$ cat config.mk
export PLATFORM = sky130hd
export DESIGN_NAME = rams_ctrl
export DESIGN_NICKNAME = d
export VERILOG_FILES = /design/src/sv/rams_pkg.sv /design/src/sv/rams_ctrl.sv
export SDC_FILE = /design/constraint.sdc
export NUM_CORES = 1
export LEC_CHECK = 0
export ABC_AREA = 1
export BUFFER_PORTS_ARGS = -buffer_cell sky130_fd_sc_hd__buf_2
export CAP_MARGIN = 20
export CELL_PAD_IN_SITES_DETAIL_PLACEMENT = 1
export CELL_PAD_IN_SITES_GLOBAL_PLACEMENT = 1
export CORE_AREA = 2 2 39 41
export CTS_BUF_LIST = sky130_fd_sc_hd__clkbuf_8 sky130_fd_sc_hd__clkbuf_16
export CTS_CLUSTER_DIAMETER = 60
export CTS_CLUSTER_SIZE = 16
export DETAILED_ROUTE_END_ITERATION = 12
export DIE_AREA = 0 0 41 43
export GPL_TIMING_DRIVEN = 0
export MAX_ROUTING_LAYER = met4
export PLACE_DENSITY_LB_ADDON = 0.1
export SLEW_MARGIN = 10
export SYNTH_ARGS = -nofsm -noshare
export SYNTH_HDL_FRONTEND = slang
export SYNTH_SLANG_ARGS = --single-unit
$ cat constraint.sdc
create_clock -name clk_i -period 0.98 [get_ports clk_i]
set_input_delay 0.147 -clock clk_i [delete_from_list [all_inputs] [get_ports clk_i]]
set_output_delay 0.147 -clock clk_i [all_outputs]
set_load 0.01 [all_outputs]
$ cat src/sv/rams_pkg.sv
// ----------------------------------------------------------------------------
// rams_pkg
// Types and constants shared by the range add / min / sum table unit.
// ----------------------------------------------------------------------------
`timescale 1ns / 1ps

package rams_pkg;

  localparam int unsigned TableDepth = 4096;
  localparam int unsigned IdxW       = 12;
  localparam int unsigned SizeW      = 13;
  localparam int unsigned ValW       = 48;
  localparam int unsigned AnsW       = 64;

  localparam logic [SizeW-1:0] DepthSize = SizeW'(TableDepth);
  localparam logic [SizeW-1:0] SizeReset = SizeW'(TableDepth);

  typedef enum logic [1:0] {
    ModeLoad = 2'd0,
    ModeAdd  = 2'd1,
    ModeMin  = 2'd2,
    ModeSum  = 2'd3
  } rams_mode_e;

  typedef struct packed {
    rams_mode_e              mode;
    logic [IdxW-1:0]         index_low;
    logic [IdxW-1:0]         index_high;
    logic signed [ValW-1:0]  operand_value;
  } rams_req_t;

  typedef struct packed {
    logic signed [AnsW-1:0]  answer;
    logic                    range_error;
  } rams_rsp_t;

  typedef struct packed {
    logic capture;
    logic init_walk;
    logic step;
    logic load_wr;
    logic emit_err;
    logic emit_ans;
  } rams_cmd_t;

  typedef struct packed {
    logic range_err;
    logic is_load;
    logic is_query;
    logic at_high;
  } rams_sts_t;

endpackage

$ cat src/sv/rams_ctrl.sv
// ----------------------------------------------------------------------------
// rams_ctrl
// Sequencer: checks the request, walks the range, issues the result strobe.
// ----------------------------------------------------------------------------
`timescale 1ns / 1ps

module rams_ctrl (
  input  logic                clk_i,
  input  logic                rst_ni,
  input  logic                start,
  output logic                busy,
  output logic                done_o,
  input  rams_pkg::rams_sts_t sts_i,
  output rams_pkg::rams_cmd_t cmd_o
);
  import rams_pkg::*;

  typedef enum logic [2:0] {
    StIdle,
    StCheck,
    StWalk,
    StDrain,
    StFinish
  } state_e;

  state_e state_q;
  logic   done_q;

  always_comb begin
    cmd_o = '0;
    unique case (state_q)
      StIdle: begin
        cmd_o.capture = start;
      end
      StCheck: begin
        if (sts_i.range_err) begin
          cmd_o.emit_err = 1'b1;
        end else if (sts_i.is_load) begin
          cmd_o.load_wr = 1'b1;
        end else begin
          cmd_o.init_walk = 1'b1;
        end
      end
      StWalk: begin
        cmd_o.step = 1'b1;
      end
      StDrain: begin
      end
      StFinish: begin
        cmd_o.emit_ans = sts_i.is_query;
      end
      default: begin
      end
    endcase
  end

  always_ff @(posedge clk_i or negedge rst_ni) begin
    if (!rst_ni) begin
      state_q <= StIdle;
      done_q  <= 1'b0;
    end else begin
      done_q <= 1'b0;
      unique case (state_q)
        StIdle: begin
          if (start) state_q <= StCheck;
        end
        StCheck: begin
          if (sts_i.range_err) begin
            done_q  <= 1'b1;
            state_q <= StIdle;
          end else if (sts_i.is_load) begin
            state_q <= StIdle;
          end else begin
            state_q <= StWalk;
          end
        end
        StWalk: begin
          if (sts_i.at_high) state_q <= StDrain;
        end
        StDrain: begin
          state_q <= StFinish;
        end
        StFinish: begin
          done_q  <= sts_i.is_query;
          state_q <= StIdle;
        end
        default: begin
          state_q <= StIdle;
        end
      endcase
    end
  end

  assign busy   = (state_q != StIdle);
  assign done_o = done_q;

endmodule

==> flow_summary.ini <==
[outcome]
outcome = finished, violations left
violations_in_the_final_reports = setup timing

[yosys]
synth.avg_cell_area_um2 = 7.35
sequential_element_share_of_the_synthesized_area = 0.440
synth.cell_area_um2 = 228
synthDistinctLibCells = 11
postSynthRegisterBits = 4
synthCells = 31
synthesis.yosys.warnings = 0
synth.net_count = 38
synth_top_area_cell = dfrtp_1
synth_top_area_frac = 0.440
ys_top_cells_by_area = dfrtp_1 44%, nand2_1 9.9%, nor2_1 8.2%

[drt]
dr_wl_cell_um = 11.4
num_vias = 302
final_antenna_net_count = 0
wl_um = 842
dr.pass1.iters = 2
avgViaCountPerCell = 4.08
post-route-drc-count = 0
first_iter_violations = 3

[worst_hold_path]
hold_path.class = in -> reg
timing.hold.worst.start = sts_i[1]

[timing]
timing.final.hold_violations = 0
timing.final.max_slew_violations = 0
setup_viol_count_final = 9
fmax_ghz = 0.805
timing.slew.headroom = 0.907
slew_at_the_pin_closest_to_its_max_slew_limit_ps = 138
holdWs_ps = 254
worst_slack_ps = -262
layout_worst_path_cycle_share = 1.27
grt_setup_unrepaired = yes
timing.clock.skew_ps = 1.46
final_period_minus_worst_setup_slack_ps = 1240

[clock_network]
clk_pin_slew_ps = 30
number_of_h_tree_levels = 1
cell_at_the_root_of_the_clock_tree = clkbuf_8
cts_tree = done
cts_made_buffers = 3
cts.path.max_buffers = 2
insertion_delay_ps = 220
cts.sinks = 4

[global_route]
antenna_found_initial = 0
first_global_vias = 301
grt_pass1_wl_um = 1190
grtUsageTotal = 0.106
maximum_number_of_pins_on_one_net_before_global_route_repair = 6
grt-ovfl-total = 0

[setup_path]
start_kind = flop
worst_ep_arrival_ps = 1090
worst-path-max-fanout = 5
critical_path.startpoint = state_q[2]$_DFFE_PN0P_
cp.required_ps = 830
critical_path.reg2reg.startpoint = state_q[2]$_DFFE_PN0P_
critPathKind = reg -> out
critical_path.endpoint_type = output pin

[layout]
syn_to_final_growth_pct = 114
area_taken_by_flip_flops_and_latches_um2 = 103
mostFrequentLayoutCells = 14 x buf_2, 7 x buf_4, 4 x inv_1, 4 x nor2_2
num-fill-cells = 179
layout-drive-gt1-share = 0.741
antenna-diode-count = 0
most_frequent_standard_cell_in_the_layout_excluding_fill_and_tap_cells = buf_2
final_nets = 67
design_area_um2 = 487
multiInputGateArea_um2 = 141

[pwr]
switchingPower_uw = 641
power_switching_share = 0.388
cell_internal_pwr_uw = 1010
power.ir.vdd_worst_uv = 819
comb_power_share = 0.598
share_seq_of_total_power = 0.193
power_density_nw_per_um2 = 3400
power_leakage_uw = 0.000265
total_power_uw = 1650
clock_power_share = 0.208

[floorplanning]
std_cell_rows = 14
fp.dieArea_um2 = 1760
initial_utilization = 0.165
die_w_um = 41
io_pins = 15
coreArea_um2 = 1380
die_outline_height_um = 43

[placed_design]
globalplace.congestion = 0.710
detailed_place.area_um2 = 318
place_hpwl_um = 512
quantity_of_i_o_buffers_inserted_on_ports = 14
dp_slack_ps = -86.4

[job]
drv.max_cap_violation_count = 0
-- metrics by stage --
step,std cells,setup TNS (ps),util
2_1_floorplan,31,0,-
3_3_place_gp,61,-122,0.230
3_5_place_dp,61,-229,0.230
4_1_cts,72,-1540,0.316
5_1_grt,74,-2190,0.352
6_report,74,-1730,0.352
-- what timing repair did --
item / CTS / global route
pin swaps: 1 / 5
hold endpoints to repair: 4 / 0
hold buffers: 1 / 0
setup buffers: 7 / 2
setup endpoints to repair: 7 / 9
resized for setup: 4 / 10
-- layout make-up --
| cell class | instances | share of cell area |
|---|---|---|
| flip-flops and latches | 4 | 0.211 |
| multi-input cells | 20 | 0.290 |
| inverters | 7 | 0.0540 |
| repair buffers | 24 | 0.319 |
| well taps | 16 | 0.0411 |
| clock buffers | 3 | 0.0848 |
-- synth_stat cells (all sizes together) --
cell type and instances:
nor2 7, inv 7, nand3 3, nor3 2, o22ai 2, dfrtp 4
nand2 6
-- metal layers --
| layer | GRT usage | vias to the layer above | share of wire | wire (um) |
|---|---|---|---|---|
| met4 | 0.0800 | 0 | 0.014 | 12 |
| met3 | 0.0366 | 3 | 0.052 | 44 |
| met2 | 0.159 | 14 | 0.58 | 490 |
| li1 | - | 152 | - | - |
| met1 | 0.107 | 133 | 0.35 | 294 |
| met5 | - | - | 0 | 0 |
-- worst max-delay path, cell delays in order (launching register included) --
cell	delay, ps
dfrtp_2	430
inv_2	100
nand3_4	90
nor3_2	100
buf_2	140
-- state kept, by name, summed over array words and instances, names as in the netlist --
signal,cells
done_o,1
state_q,3
-- power by group through the flow --
stage | registers [uW] | clock network (uW) | logic (uW)
global placement | 295 | 0 | 536
finish | 320 | 344 | 989
detailed placement | 297 | 0 | 549
global route | 328 | 359 | 1090
CTS | 303 | 347 | 808
floorplan | 296 | 0 | 353
-- cell families (layout without fill, tap and decap cells) --
group | count (synthesis) | after routing | share of synthesized area
AO/OA/AOI/OAI | 2 | 2 | 0.0549
buffers and inverters | 7 | 34 | 0.115
flip-flops | 4 | 4 | 0.440
AND/OR/NAND/NOR | 18 | 18 | 0.390
-- final timing paths --
path | endpoint | slack, ps | cells past startpoint
worst max-delay path | cmd_o[2] | -260 | 4
worst min-delay path | done_o$_DFF_PN0_ | 250 | 3
worst max register to register | done_o$_DFF_PN0_ | -70 | 5
worst min register to register | state_q[2]$_DFFE_PN0P_ | 620 | 2
max in group asynchronous | state_q[2]$_DFFE_PN0P_ | 580 | 2
min in group asynchronous | state_q[1]$_DFFE_PN0P_ | 260 | 2
Note: power is estimated with default switching activity, not from simulation.
